### config.mk
export PLATFORM = sky130hd
export DESIGN_NAME = fm_tone_burst_generator_top
export DESIGN_NICKNAME = d
export VERILOG_FILES = /design/src/ftbg_pkg.sv /design/src/fm_tone_burst_generator_top.sv /design/src/ftbg_front.sv /design/src/ftbg_fifo.sv /design/src/ftbg_back.sv
export SDC_FILE = /design/constraint.sdc
export NUM_CORES = 2
export LEC_CHECK = 0
export ABC_AREA = 1
export CAP_MARGIN = 20
export CORE_ASPECT_RATIO = 1.75
export CORE_UTILIZATION = 39
export CTS_BUF_LIST = sky130_fd_sc_hd__clkbuf_4 sky130_fd_sc_hd__clkbuf_8
export DETAILED_ROUTE_END_ITERATION = 10
export DONT_BUFFER_PORTS = 1
export PLACE_DENSITY = 0.53
export SLEW_MARGIN = 10
export SYNTH_ARGS = -nofsm -noshare
export SYNTH_HDL_FRONTEND = slang
export SYNTH_SLANG_ARGS = --single-unit
### constraint.sdc
create_clock -name i_clk -period 13.15 [get_ports i_clk]
set_input_delay 0.6575 -clock i_clk [delete_from_list [all_inputs] [get_ports i_clk]]
set_output_delay 0.6575 -clock i_clk [all_outputs]
set_load 0.01 [all_outputs]
### src/ftbg_pkg.sv
`default_nettype none

package ftbg_pkg;

    localparam int SAMPLE_RATE     = 48000;
    localparam int MAX_BURST       = 64;
    localparam int SINE_INDEX_BITS = 10;

    localparam int HZ_W    = 12;
    localparam int PIX_W   = 8;
    localparam int CNT_W   = 7;
    localparam int SAMP_W  = 8;
    localparam int PHASE_W = 32;
    localparam int AMP_W   = 7;

    // Numerator of the step: black*255 + span*pixel, or tone*255
    localparam int NUM_MAX = 2 * ((1 << HZ_W) - 1) * 255;
    localparam int NUM_W   = $clog2(NUM_MAX + 1);

    localparam int DIV_PIX = SAMPLE_RATE * 255;
    localparam int DIV_W   = $clog2(DIV_PIX + 1);
    // remainder before correction lies below twice the divisor
    localparam int REM_W   = DIV_W + 1;

    // Reciprocal scaled so that the estimate is at most one below the quotient
    localparam int          RECIP_SH = NUM_W + PHASE_W;
    localparam logic [63:0] RECIP    = (64'd1 << RECIP_SH) / 64'(DIV_PIX);
    localparam int          RECIP_W  = $clog2(RECIP + 64'd1);
    localparam int          PROD_W   = NUM_W + RECIP_W;

    localparam int QUARTER   = 1 << (SINE_INDEX_BITS - 2);
    localparam int QIDX_W    = SINE_INDEX_BITS - 2;
    localparam int AMP_MAX   = 127;
    localparam int MID_LEVEL = 128;

    localparam logic [63:0] HALF_PI_Q30 = 64'd1686629713;

    // Configuration register indexes
    localparam int CFG_IDX_W = 1;
    localparam logic [CFG_IDX_W-1:0] REG_BLACK_HZ = 1'd0;
    localparam logic [CFG_IDX_W-1:0] REG_SPAN_HZ  = 1'd1;

    localparam logic [HZ_W-1:0] BLACK_HZ_RST = 12'd1500;
    localparam logic [HZ_W-1:0] SPAN_HZ_RST  = 12'd800;

    typedef struct packed {
        logic [PHASE_W-1:0] step;
        logic [CNT_W-1:0]   count;
    } t_seg;

    typedef enum logic [2:0] {
        FS_IDLE,
        FS_MUL,
        FS_REM,
        FS_FIX,
        FS_PUSH
    } t_front_state;

    typedef logic [AMP_W-1:0] t_qtab [QUARTER];

    // trunc(127*sin(pi/2 * r / QUARTER)) from a Q30 Taylor series
    function automatic logic [AMP_W-1:0] quarter_amp(input int r);
        logic [63:0]        x;
        logic [63:0]        x2;
        logic [63:0]        term;
        logic signed [63:0] sum;
        logic [63:0]        v;
        if (r == 0) begin
            return '0;
        end
        x    = (64'(r) * HALF_PI_Q30) / QUARTER;
        x2   = (x * x) >> 30;
        term = x;
        sum  = signed'(x);
        // odd powers alternate in sign; divide by (2n)(2n+1)
        term = ((term * x2) >> 30) / 64'd6;
        sum  = sum - signed'(term);
        term = ((term * x2) >> 30) / 64'd20;
        sum  = sum + signed'(term);
        term = ((term * x2) >> 30) / 64'd42;
        sum  = sum - signed'(term);
        term = ((term * x2) >> 30) / 64'd72;
        sum  = sum + signed'(term);
        term = ((term * x2) >> 30) / 64'd110;
        sum  = sum - signed'(term);
        term = ((term * x2) >> 30) / 64'd156;
        sum  = sum + signed'(term);
        term = ((term * x2) >> 30) / 64'd210;
        sum  = sum - signed'(term);
        term = ((term * x2) >> 30) / 64'd272;
        sum  = sum + signed'(term);
        term = ((term * x2) >> 30) / 64'd342;
        sum  = sum - signed'(term);
        term = ((term * x2) >> 30) / 64'd420;
        sum  = sum + signed'(term);
        if (sum < 0) begin
            sum = 0;
        end
        v = (64'(sum) * 64'd127) >> 30;
        if (v > 64'd127) begin
            v = 64'd127;
        end
        return v[AMP_W-1:0];
    endfunction

    function automatic t_qtab build_qtab();
        t_qtab t;
        for (int i = 0; i < QUARTER; i++) begin
            t[i] = quarter_amp(i);
        end
        return t;
    endfunction

    localparam t_qtab QTAB = build_qtab();

    // Sample for a sine index: 128 plus the signed amplitude
    function automatic logic [SAMP_W-1:0] sine_sample(
        input logic [SINE_INDEX_BITS-1:0] idx
    );
        logic [1:0]        quad;
        logic [QIDX_W-1:0] rem;
        logic [QIDX_W-1:0] mirror;
        logic [AMP_W-1:0]  amp;
        quad   = idx[SINE_INDEX_BITS-1 -: 2];
        rem    = idx[QIDX_W-1:0];
        mirror = QIDX_W'(QUARTER - int'(rem));
        if (quad[0] == 1'b0) begin
            amp = QTAB[rem];
        end else if (rem == '0) begin
            amp = AMP_W'(AMP_MAX);
        end else begin
            amp = QTAB[mirror];
        end
        if (quad[1]) begin
            return SAMP_W'(MID_LEVEL) - SAMP_W'(amp);
        end
        return SAMP_W'(MID_LEVEL) + SAMP_W'(amp);
    endfunction

endpackage

`default_nettype wire

### src/fm_tone_burst_generator_top.sv
// Channel   Direction  Handshake               Payload
// config    in         i_cfg_we                i_cfg_index, i_cfg_data
// segment   in         i_in_valid / o_in_stall func, tone_hz, pixel, sample_count
// sample    out        o_out_valid / i_out_stall sample, last
//
// The front takes a segment and works out its phase step by reciprocal multiplication
// with one correction step in states MUL, REM and FIX, then queues it in state PUSH.
// The back emits one sample a cycle unless stalled, from a 32-bit phase accumulator and a
// quarter-wave sine table; a two-deep queue lets the next step be ready as a burst ends.
// The front stalls new segments until the current one is queued.
// Reset is synchronous and clears the accumulator; an output stall freezes the back only.
`default_nettype none

module fm_tone_burst_generator_top (
    input  wire logic                           i_clk,
    input  wire logic                           i_rst_n,
    input  wire logic                           i_cfg_we,
    input  wire logic [ftbg_pkg::CFG_IDX_W-1:0] i_cfg_index,
    input  wire logic [ftbg_pkg::HZ_W-1:0]      i_cfg_data,
    input  wire logic                           i_in_valid,
    output logic                                o_in_stall,
    input  wire logic                           i_in_func,
    input  wire logic [ftbg_pkg::HZ_W-1:0]      i_in_tone_hz,
    input  wire logic [ftbg_pkg::PIX_W-1:0]     i_in_pixel,
    input  wire logic [ftbg_pkg::CNT_W-1:0]     i_in_sample_count,
    output logic                                o_out_valid,
    input  wire logic                           i_out_stall,
    output logic [ftbg_pkg::SAMP_W-1:0]         o_out_sample,
    output logic                                o_out_last
);
    import ftbg_pkg::*;

    logic push, full, pop, seg_valid;
    t_seg push_seg, seg;

    ftbg_front u_front (
        .i_clk             (i_clk),
        .i_rst_n           (i_rst_n),
        .i_cfg_we          (i_cfg_we),
        .i_cfg_index       (i_cfg_index),
        .i_cfg_data        (i_cfg_data),
        .i_in_valid        (i_in_valid),
        .o_in_stall        (o_in_stall),
        .i_in_func         (i_in_func),
        .i_in_tone_hz      (i_in_tone_hz),
        .i_in_pixel        (i_in_pixel),
        .i_in_sample_count (i_in_sample_count),
        .o_push            (push),
        .o_push_seg        (push_seg),
        .i_full            (full)
    );

    ftbg_fifo u_fifo (
        .i_clk      (i_clk),
        .i_rst_n    (i_rst_n),
        .i_push     (push),
        .i_push_seg (push_seg),
        .o_full     (full),
        .i_pop      (pop),
        .o_valid    (seg_valid),
        .o_seg      (seg)
    );

    ftbg_back u_back (
        .i_clk        (i_clk),
        .i_rst_n      (i_rst_n),
        .i_seg_valid  (seg_valid),
        .i_seg        (seg),
        .o_pop        (pop),
        .o_out_valid  (o_out_valid),
        .i_out_stall  (i_out_stall),
        .o_out_sample (o_out_sample),
        .o_out_last   (o_out_last)
    );

endmodule

`default_nettype wire

### src/ftbg_front.sv
`default_nettype none

module ftbg_front (
    input  wire logic                           i_clk,
    input  wire logic                           i_rst_n,
    input  wire logic                           i_cfg_we,
    input  wire logic [ftbg_pkg::CFG_IDX_W-1:0] i_cfg_index,
    input  wire logic [ftbg_pkg::HZ_W-1:0]      i_cfg_data,
    input  wire logic                           i_in_valid,
    output logic                                o_in_stall,
    input  wire logic                           i_in_func,
    input  wire logic [ftbg_pkg::HZ_W-1:0]      i_in_tone_hz,
    input  wire logic [ftbg_pkg::PIX_W-1:0]     i_in_pixel,
    input  wire logic [ftbg_pkg::CNT_W-1:0]     i_in_sample_count,
    output logic                                o_push,
    output ftbg_pkg::t_seg                      o_push_seg,
    input  wire logic                           i_full
);
    import ftbg_pkg::*;

    t_front_state       r_state, n_state;
    logic [HZ_W-1:0]    r_black, r_span;
    logic [NUM_W-1:0]   r_num, n_num;
    logic [PHASE_W-1:0] r_quo, n_quo;
    logic [REM_W-1:0]   r_rem, n_rem;
    logic [CNT_W-1:0]   r_cnt, n_cnt;

    logic                  accept;
    logic [HZ_W+7:0]       black_term;
    logic [HZ_W+7:0]       tone_term;
    logic [HZ_W+PIX_W-1:0] span_term;
    logic [NUM_W-1:0]      num;
    logic [PROD_W-1:0]     prod;
    logic [REM_W-1:0]      back_prod;

    assign accept = i_in_valid && !o_in_stall;
    assign o_in_stall = (r_state != FS_IDLE);

    // times 255 as a shift and a subtract; a tone is scaled by 255 too
    assign black_term = {r_black, 8'd0} - {8'd0, r_black};
    assign tone_term  = {i_in_tone_hz, 8'd0} - {8'd0, i_in_tone_hz};
    assign span_term  = (HZ_W+PIX_W)'(r_span) * (HZ_W+PIX_W)'(i_in_pixel);

    assign num = i_in_func ? NUM_W'(black_term) + NUM_W'(span_term)
                           : NUM_W'(tone_term);

    assign prod      = PROD_W'(r_num) * PROD_W'(RECIP);
    // the dividend has 32 zero low bits, so the remainder is minus this product
    assign back_prod = r_quo[REM_W-1:0] * REM_W'(DIV_PIX);

    assign o_push           = (r_state == FS_PUSH);
    assign o_push_seg.step  = r_quo;
    assign o_push_seg.count = r_cnt;

    always_comb begin
        n_state = r_state;
        n_num   = r_num;
        n_quo   = r_quo;
        n_rem   = r_rem;
        n_cnt   = r_cnt;
        unique case (r_state)
            FS_IDLE: begin
                // drop items with no samples: the step they set is never used
                if (accept && i_in_sample_count != '0) begin
                    n_state = FS_MUL;
                    n_num   = num;
                    n_cnt   = (i_in_sample_count > CNT_W'(MAX_BURST))
                              ? CNT_W'(MAX_BURST) : i_in_sample_count;
                end
            end
            FS_MUL: begin
                n_quo   = PHASE_W'(prod >> NUM_W);
                n_state = FS_REM;
            end
            FS_REM: begin
                n_rem   = '0 - back_prod;
                n_state = FS_FIX;
            end
            FS_FIX: begin
                // estimate is at most one short
                if (r_rem >= REM_W'(DIV_PIX)) begin
                    n_quo = r_quo + PHASE_W'(1);
                end
                n_state = FS_PUSH;
            end
            FS_PUSH: begin
                if (!i_full) begin
                    n_state = FS_IDLE;
                end
            end
            default: n_state = FS_IDLE;
        endcase
    end

    always_ff @(posedge i_clk) begin
        if (!i_rst_n) begin
            r_state <= FS_IDLE;
            r_black <= BLACK_HZ_RST;
            r_span  <= SPAN_HZ_RST;
        end else begin
            r_state <= n_state;
            if (i_cfg_we) begin
                unique case (i_cfg_index)
                    REG_BLACK_HZ: r_black <= i_cfg_data;
                    REG_SPAN_HZ:  r_span  <= i_cfg_data;
                    default: ;
                endcase
            end
        end
    end

    always_ff @(posedge i_clk) begin
        r_num <= n_num;
        r_quo <= n_quo;
        r_rem <= n_rem;
        r_cnt <= n_cnt;
    end

endmodule

`default_nettype wire

### src/ftbg_fifo.sv
`default_nettype none

module ftbg_fifo (
    input  wire logic    i_clk,
    input  wire logic    i_rst_n,
    input  wire logic    i_push,
    input  wire ftbg_pkg::t_seg i_push_seg,
    output logic         o_full,
    input  wire logic    i_pop,
    output logic         o_valid,
    output ftbg_pkg::t_seg o_seg
);
    import ftbg_pkg::*;

    t_seg       r_mem [2];
    logic       r_wr_ptr, r_rd_ptr;
    logic [1:0] r_fill;
    logic       do_push, do_pop;

    assign o_full  = (r_fill == 2'd2);
    assign o_valid = (r_fill != 2'd0);
    assign o_seg   = r_mem[r_rd_ptr];
    assign do_push = i_push && !o_full;
    assign do_pop  = i_pop && o_valid;

    always_ff @(posedge i_clk) begin
        if (!i_rst_n) begin
            r_wr_ptr <= 1'b0;
            r_rd_ptr <= 1'b0;
            r_fill   <= 2'd0;
        end else begin
            if (do_push) begin
                r_wr_ptr <= ~r_wr_ptr;
            end
            if (do_pop) begin
                r_rd_ptr <= ~r_rd_ptr;
            end
            r_fill <= r_fill + 2'(do_push) - 2'(do_pop);
        end
    end

    always_ff @(posedge i_clk) begin
        if (do_push) begin
            r_mem[r_wr_ptr] <= i_push_seg;
        end
    end

endmodule

`default_nettype wire

### src/ftbg_back.sv
`default_nettype none

module ftbg_back (
    input  wire logic                        i_clk,
    input  wire logic                        i_rst_n,
    input  wire logic                        i_seg_valid,
    input  wire ftbg_pkg::t_seg              i_seg,
    output logic                             o_pop,
    output logic                             o_out_valid,
    input  wire logic                        i_out_stall,
    output logic [ftbg_pkg::SAMP_W-1:0]      o_out_sample,
    output logic                             o_out_last
);
    import ftbg_pkg::*;

    logic [PHASE_W-1:0]         r_phase, r_step;
    logic [CNT_W-1:0]           r_left;
    logic                       r_out_valid;
    logic [SINE_INDEX_BITS-1:0] r_idx;
    logic                       r_last;
    logic [PHASE_W-1:0]         n_phase;
    logic                       emit;

    assign emit    = (r_left != '0) && (!r_out_valid || !i_out_stall);
    // fetch the next segment as the current one issues its final sample
    assign o_pop   = i_seg_valid && ((r_left == '0) || (emit && r_left == CNT_W'(1)));
    assign n_phase = r_phase + r_step;

    assign o_out_valid  = r_out_valid;
    assign o_out_sample = sine_sample(r_idx);
    assign o_out_last   = r_last;

    always_ff @(posedge i_clk) begin
        if (!i_rst_n) begin
            r_phase     <= '0;
            r_step      <= '0;
            r_left      <= '0;
            r_out_valid <= 1'b0;
        end else begin
            if (emit) begin
                r_phase     <= n_phase;
                r_out_valid <= 1'b1;
                r_left      <= r_left - 1'b1;
            end else if (!i_out_stall) begin
                r_out_valid <= 1'b0;
            end
            if (o_pop) begin
                r_step <= i_seg.step;
                r_left <= i_seg.count;
            end
        end
    end

    always_ff @(posedge i_clk) begin
        if (emit) begin
            r_idx  <= n_phase[PHASE_W-1 -: SINE_INDEX_BITS];
            r_last <= (r_left == CNT_W'(1));
        end
    end

endmodule

`default_nettype wire

# Yosys cells after proc, flatten, opt, wreduce, memory -nomap -nowiden
# Memory sizes are Yosys's and may differ from the RTL's. A register that Yosys moved wholly into a read port is not among the register bits.
# Cells that the tools add are included.
[totals]
reg_bits = 199
mem_bits_rw = 78
romBits = 3584
input_bits = 46
elab_cells = 104
memories = 3
[mem_list]
columns = ["name", "depth", "word_bits", "rd", "rd_clocked_by_memory_dff", "wr", "line_no", "source"]
rows = [
  ["(name not given)", 256, 7, 1, 0, 0, "ftbg_pkg.sv:132", "amp = QTAB[mirror];"],
  ["(name not given)", 256, 7, 1, 0, 0, "ftbg_pkg.sv:128", "amp = QTAB[rem];"],
  ["u_fifo.r_mem", 2, 39, 1, 1, 1, "ftbg_fifo.sv:15", "t_seg r_mem [2];"],
]
[op_classes]
add_sub_neg = 12
mul = 3
magnitude_cmp = 4
eq_ne = 10
muxes = 23
bitwise_logic = 5
reduce_logical = 27
[ops]
columns = ["cell", "count"]
rows = [
  ["32-bit one-hot mux with 2 select lines", 1],
  ["7-bit two-way mux", 8],
  ["21-bit by 28-bit multiplier with 49-bit output (second input constant)", 1],
  ["20-bit by 12-bit subtractor with 20-bit output", 2],
  ["32-bit by 1-bit adder with 32-bit output (second input constant)", 1],
  ["32-bit adder", 1],
  ["32-bit two-way mux", 1],
  ["25-bit by 24-bit greater-or-equal comparator with 1-bit output (second input constant)", 1],
  ["25-bit by 17-bit multiplier with 18-bit output (second input constant)", 1],
  ["1-bit by 25-bit subtractor with 25-bit output (first input constant)", 1],
  ["20-bit by 20-bit adder with 21-bit output", 1],
  ["12-bit by 8-bit multiplier with 20-bit output", 1],
  ["20-bit two-way mux", 1],
  ["9-bit greater-or-equal comparator (second input constant)", 2],
  ["8-bit inverter with 9-bit output", 2],
  ["8-bit two-way mux", 2],
  ["3-bit one-hot mux with 5 select lines", 1],
  ["7-bit nonzero test", 2],
  ["2-bit AND reduction", 5],
  ["8-bit by 7-bit adder with 8-bit output (first input constant)", 1],
  ["8-bit zero test", 1],
  ["1-bit by 8-bit subtractor with 8-bit output (first input constant)", 1],
  ["8-bit by 7-bit subtractor with 8-bit output (first input constant)", 1],
  ["7-bit by 1-bit == test with 1-bit output (second input constant)", 1],
  ["20 further kinds", 44],
]

# Longest topological paths before layout
[logic_depth]
ltp_word = 10
ltp_mapped = 28
depth_no_buf = 28

# Modules after synthesis
# From an unflattened synthesis, not the netlist that was laid out.
[hier_totals]
hier_cells = 4430
hier_area_um2 = 34327.9
[by_module_without_submodules]
columns = ["module", "n_inst", "cells_per_inst", "area_per_inst_um2", "seq_area_each_um2"]
rows = [
  ["ftbg_front", 1, 2954, 23318.6, 2882.8],
  ["ftbg_back", 1, 1318, 7905.1, 1771.7],
  ["ftbg_fifo", 1, 158, 3104.2, 2442.3],
]

# Worst setup path after synthesis
# No wires, ideal clock.
[synth_path]
kind = "reg2reg"
start = "reg u_front.r_num[4]"
end = "reg u_front.r_quo[17] (data pin)"
setup_time_ns = 0.268
arrival_time_ns = 5.613
t_required_ns = 12.882
slack_ns = 7.269
stages_incl_launch_ff = 24
n_path_buf = 0
period_less_slack_ns = 5.881
cell_sequence = "edfxtp_1 fa_1 xor2_1 ha_1 inv_1 fa_1 inv_1 fa_1 fa_1 fa_1 inv_1 fa_1 inv_1 ha_1 a21oi_1 o21a_1 o21ai_0 a21oi_1 nand2_1 nand2_1 nand2_1 or2_2 nand3_1 o21ai_0"
[synth_between]
elab_chain_cells = 2
[synth_lines]
columns = ["item", "line_no", "source"]
rows = [
  ["start: declaration", "ftbg_front.sv:23", "logic [NUM_W-1:0] r_num, n_num;"],
  ["start signal: assignment", "ftbg_front.sv:113", "r_num <= n_num;"],
  ["21-bit by 28-bit multiplier with 49-bit output", "ftbg_front.sv:47", "assign prod = PROD_W'(r_num) * PROD_W'(RECIP);"],
  ["32-bit one-hot mux with 2 select lines", "ftbg_front.sv:61", "unique case (r_state)"],
  ["via u_front.n_quo[17]", "ftbg_front.sv:24", "logic [PHASE_W-1:0] r_quo, n_quo;"],
  ["end signal: assignment", "ftbg_front.sv:114", "r_quo <= n_quo;"],
  ["end: declaration", "ftbg_front.sv:24", ""],
]
# The timed path passes the listed nets, and every way through them passes these cells.
# A chain may end at the register's enable or synchronous reset.

# Worst setup path in the final report
[layout_path]
start = "reg u_front.r_num[9]"
end = "reg u_front.r_quo[7] (data pin)"
# Same word-level chain as after synthesis.

==> impl_metrics.tcl <==
set metrics [dict create \
    num-fill-cells 8694 \
    dr.pass1.iters 5 \
    yosys-top-cells-area "fa_1, ha_1, edfxtp_1" \
    ys.flop_type "edfxtp_1" \
    wl_um 108000 \
    drive_above_1_share_pct 3.64 \
    utilization_pct 41.8 \
    htreeDepth 2 \
    synth_edf_count 167 \
    synth_nets 4980 \
    die_w_um 222 \
    numCtsBuffers 46 \
    postSynthCellCount 4193 \
    critPathKind "register to register" \
    avgSynthCellArea_um2 7.90 \
    cts.sinks 271 \
    routed_via_density 5.12 \
    antenna_left 0 \
    end_kind "register" \
    first_iter_violations 1208 \
    clockRootBuffer "clkbuf_8" \
    post-synth-top-area-cell "fa_1" \
    drv_slew 0 \
    clk-insertion-delay-late_ns 0.69 \
    mappedNetlistArea_um2 33100 \
    dpl.hpwl_um 90900 \
    async_reset_ff_share_pct 0 \
    rsz0062_at_grt "no" \
    cts.repair.resized 0 \
    fin_crit_sh_pct 53.9 \
    r2r_slack_ns 6.07 \
    setup_tns_ns 0 \
    yosysMostFrequentCell "nand2_1" \
    cts_tree "done" \
    core_area_um2 84300 \
    grt_busiest_layer "met2" \
    die_h_um 388 \
    maxCapViolations 0 \
    final_cells 5272 \
    clock_path_buffers 3 \
    globalRouteMet2Util_pct 52.0 \
    cp-start-kind "register" \
    yosys-top-cells-count "nand2_1, inv_1, ha_1" \
    postCtsHoldBufs 0 \
    grt-ovfl-total 0 \
    met3_usage_pct 2.77 \
    gr-usage-met1_pct 21.8 \
    ys_warn_count 0 \
    gp_congestion 1.05 \
    rows 141 \
    area_delta_synth_final_pct 6.49 \
    drc 0 \
    vias 27000 \
    grt_pass1_vias 28700 \
    num_io_pins 57 \
    fin_nets 4948 \
    synth_seq_cells 271 \
    cp_data_arrival_time_ns 7.49 \
    antenna_found_initial 2 \
    clock_skew_ns 0.0409 \
    slew_headroom_pct 32.6 \
    grt_pass1_wl_um 165000 \
    synth_seq_area_share_pct 21.4 \
    status "completed" \
    critPathRequiredTime_ns 13.55 \
    place_inst 5184 \
    wl_per_cell_um 20.5 \
    crit_fanout 6 \
    grt_max_degree 70 \
    worstMarginPinSlew_ns 1.00 \
    setup_viol 0 \
    initial_core_util_pct 39.3 \
    yosys.cell_types.count 58 \
    cts_setup_buffers 0 \
    min_period_ns 7.08 \
    track_usage_pct 25.5 \
    hold_class "input pin to register" \
    yosysTopAreaCellShare_pct 19.9 \
    die_area_um2 86200 \
    max_freq_ghz 0.141 \
    io_buffers 0 \
    path_clk_slew_ns 0.06 \
    finalHoldViolCount 0 \
]
==> critical path, stage by stage, from the launching register on <==
cell	delay (ns)
edfxtp_1	0.56
ha_1	0.50
inv_1	0.14
fa_1	0.46
fa_1	0.62
inv_1	0.09
fa_1	0.50
fa_1	0.53
fa_1	0.55
inv_1	0.05
fa_1	0.49
inv_1	0.04
ha_1	0.36
nand2_1	0.09
nand2_1	0.06
a31oi_1	0.35
o21ai_0	0.40
a21oi_1	0.22
nand2_1	0.25
nor2_1	0.38
o22ai_1	0.17
==> flip-flops by register name (all words and copies together), names as in the netlist, 2 cells and up, named ones only <==
signal           cells
u_fifo.r_fill        2
u_front.r_quo       32
u_front.r_num       21
u_fifo.r_mem        78
u_front.r_rem       18
u_back.r_idx        10
u_front.r_state      3
u_back.r_phase      32
u_front.r_cnt        7
u_front.r_black     12
u_back.r_left        7
u_back.r_step       32
u_front.r_span      12
==> metrics by stage <==
| step | hold WS (ns) | setup slack (ns) | cell area (um^2) |
|---|---|---|---|
| finish | 0.0918 | 6.07 | 35300 |
| CTS | 0.0134 | 6.20 | 35300 |
| detailed placement | 0.431 | 6.19 | 34200 |
| global route | 0.0550 | 5.80 | 35300 |
| floorplan | 0.421 | 7.27 | 33100 |
| global placement | 0.423 | 6.21 | 34200 |
==> path summary, 6_finish.rpt <==
| check | start | end | cells after the start |
|---|---|---|---|
| hold reg to reg | u_front.r_cnt[6]$_SDFFCE_PN1P_ | u_fifo.r_mem[1][6]$_DFFE_PP_ | 0 |
| setup / recovery | u_front.r_num[9]$_DFFE_PP_ | u_front.r_quo[7]$_DFFE_PP_ | 20 |
| setup reg to reg | u_front.r_num[9]$_DFFE_PP_ | u_front.r_quo[7]$_DFFE_PP_ | 20 |
| hold / removal | i_cfg_data[5] | u_front.r_span[5]$_SDFFE_PN1P_ | 2 |
==> cells in the final DEF (no fill, tap or decap), types with 7 or more instances in the layout <==
| master | Yosys | routed |
|---|---|---|
| o211ai_1 | 20 | 20 |
| a21o_1 | 20 | 20 |
| xor2_1 | 76 | 76 |
| edfxtp_1 | 167 | 167 |
| nand3b_1 | 15 | 15 |
| clkbuf_4 | 0 | 10 |
| or2_2 | 10 | 10 |
| nand2_1 | 875 | 875 |
| dfxtp_1 | 104 | 104 |
| nand3_1 | 198 | 198 |
| a21oi_1 | 163 | 163 |
| nand4_1 | 30 | 30 |
| fa_1 | 330 | 330 |
| o21ai_0 | 211 | 211 |
| a31oi_1 | 54 | 54 |
| xnor2_1 | 48 | 48 |
| nand2_2 | 9 | 9 |
| o21bai_1 | 14 | 14 |
| a21boi_0 | 11 | 11 |
| o21a_1 | 9 | 9 |
| clkbuf_8 | 0 | 54 |
| buf_4 | 10 | 18 |
| clkinv_2 | 0 | 10 |
| o22ai_1 | 7 | 7 |
| inv_1 | 858 | 856 |
| ha_1 | 411 | 411 |
| nor3_1 | 44 | 43 |
| nor4_1 | 9 | 9 |
| o21ai_1 | 14 | 14 |
| inv_2 | 10 | 12 |
| nor2_1 | 325 | 322 |
==> cell type report <==
class,count,area (um^2),area share (%)
diodes,1,2.50,0.00709
clock buffers,64,818,2.32
clock inverters,22,260,0.738
inverters,871,3270,9.27
multi-input cells,2952,22300,63.3
flip-flops and latches,271,7100,20.1
well taps,1072,1340,3.80
repair buffers,19,155,0.440
==> routing by layer <==
| layer | vias to the layer above | wire (um) |
|---|---|---|
| met4 | 0 | 9630 |
| met3 | 302 | 2770 |
| met2 | 562 | 61300 |
| li1 | 13300 | - |
| met1 | 12900 | 34200 |
| met5 | - | 0 |
==> cell families after synthesis <==
| group | Yosys count | synth area share [%] |
|---|---|---|
| flip-flops | 271 | 21.4 |
| buffers and inverters | 970 | 11.2 |
| AND/OR/NAND/NOR | 1534 | 19.2 |
| AO/OA/AOI/OAI | 553 | 9.44 |
| adder cells (fa/ha/maj) | 741 | 35.5 |
| XOR/XNOR | 124 | 3.28 |
Power is not shown: default switching activity piles up to over one toggle a cycle in this logic, so the estimate is an artifact.
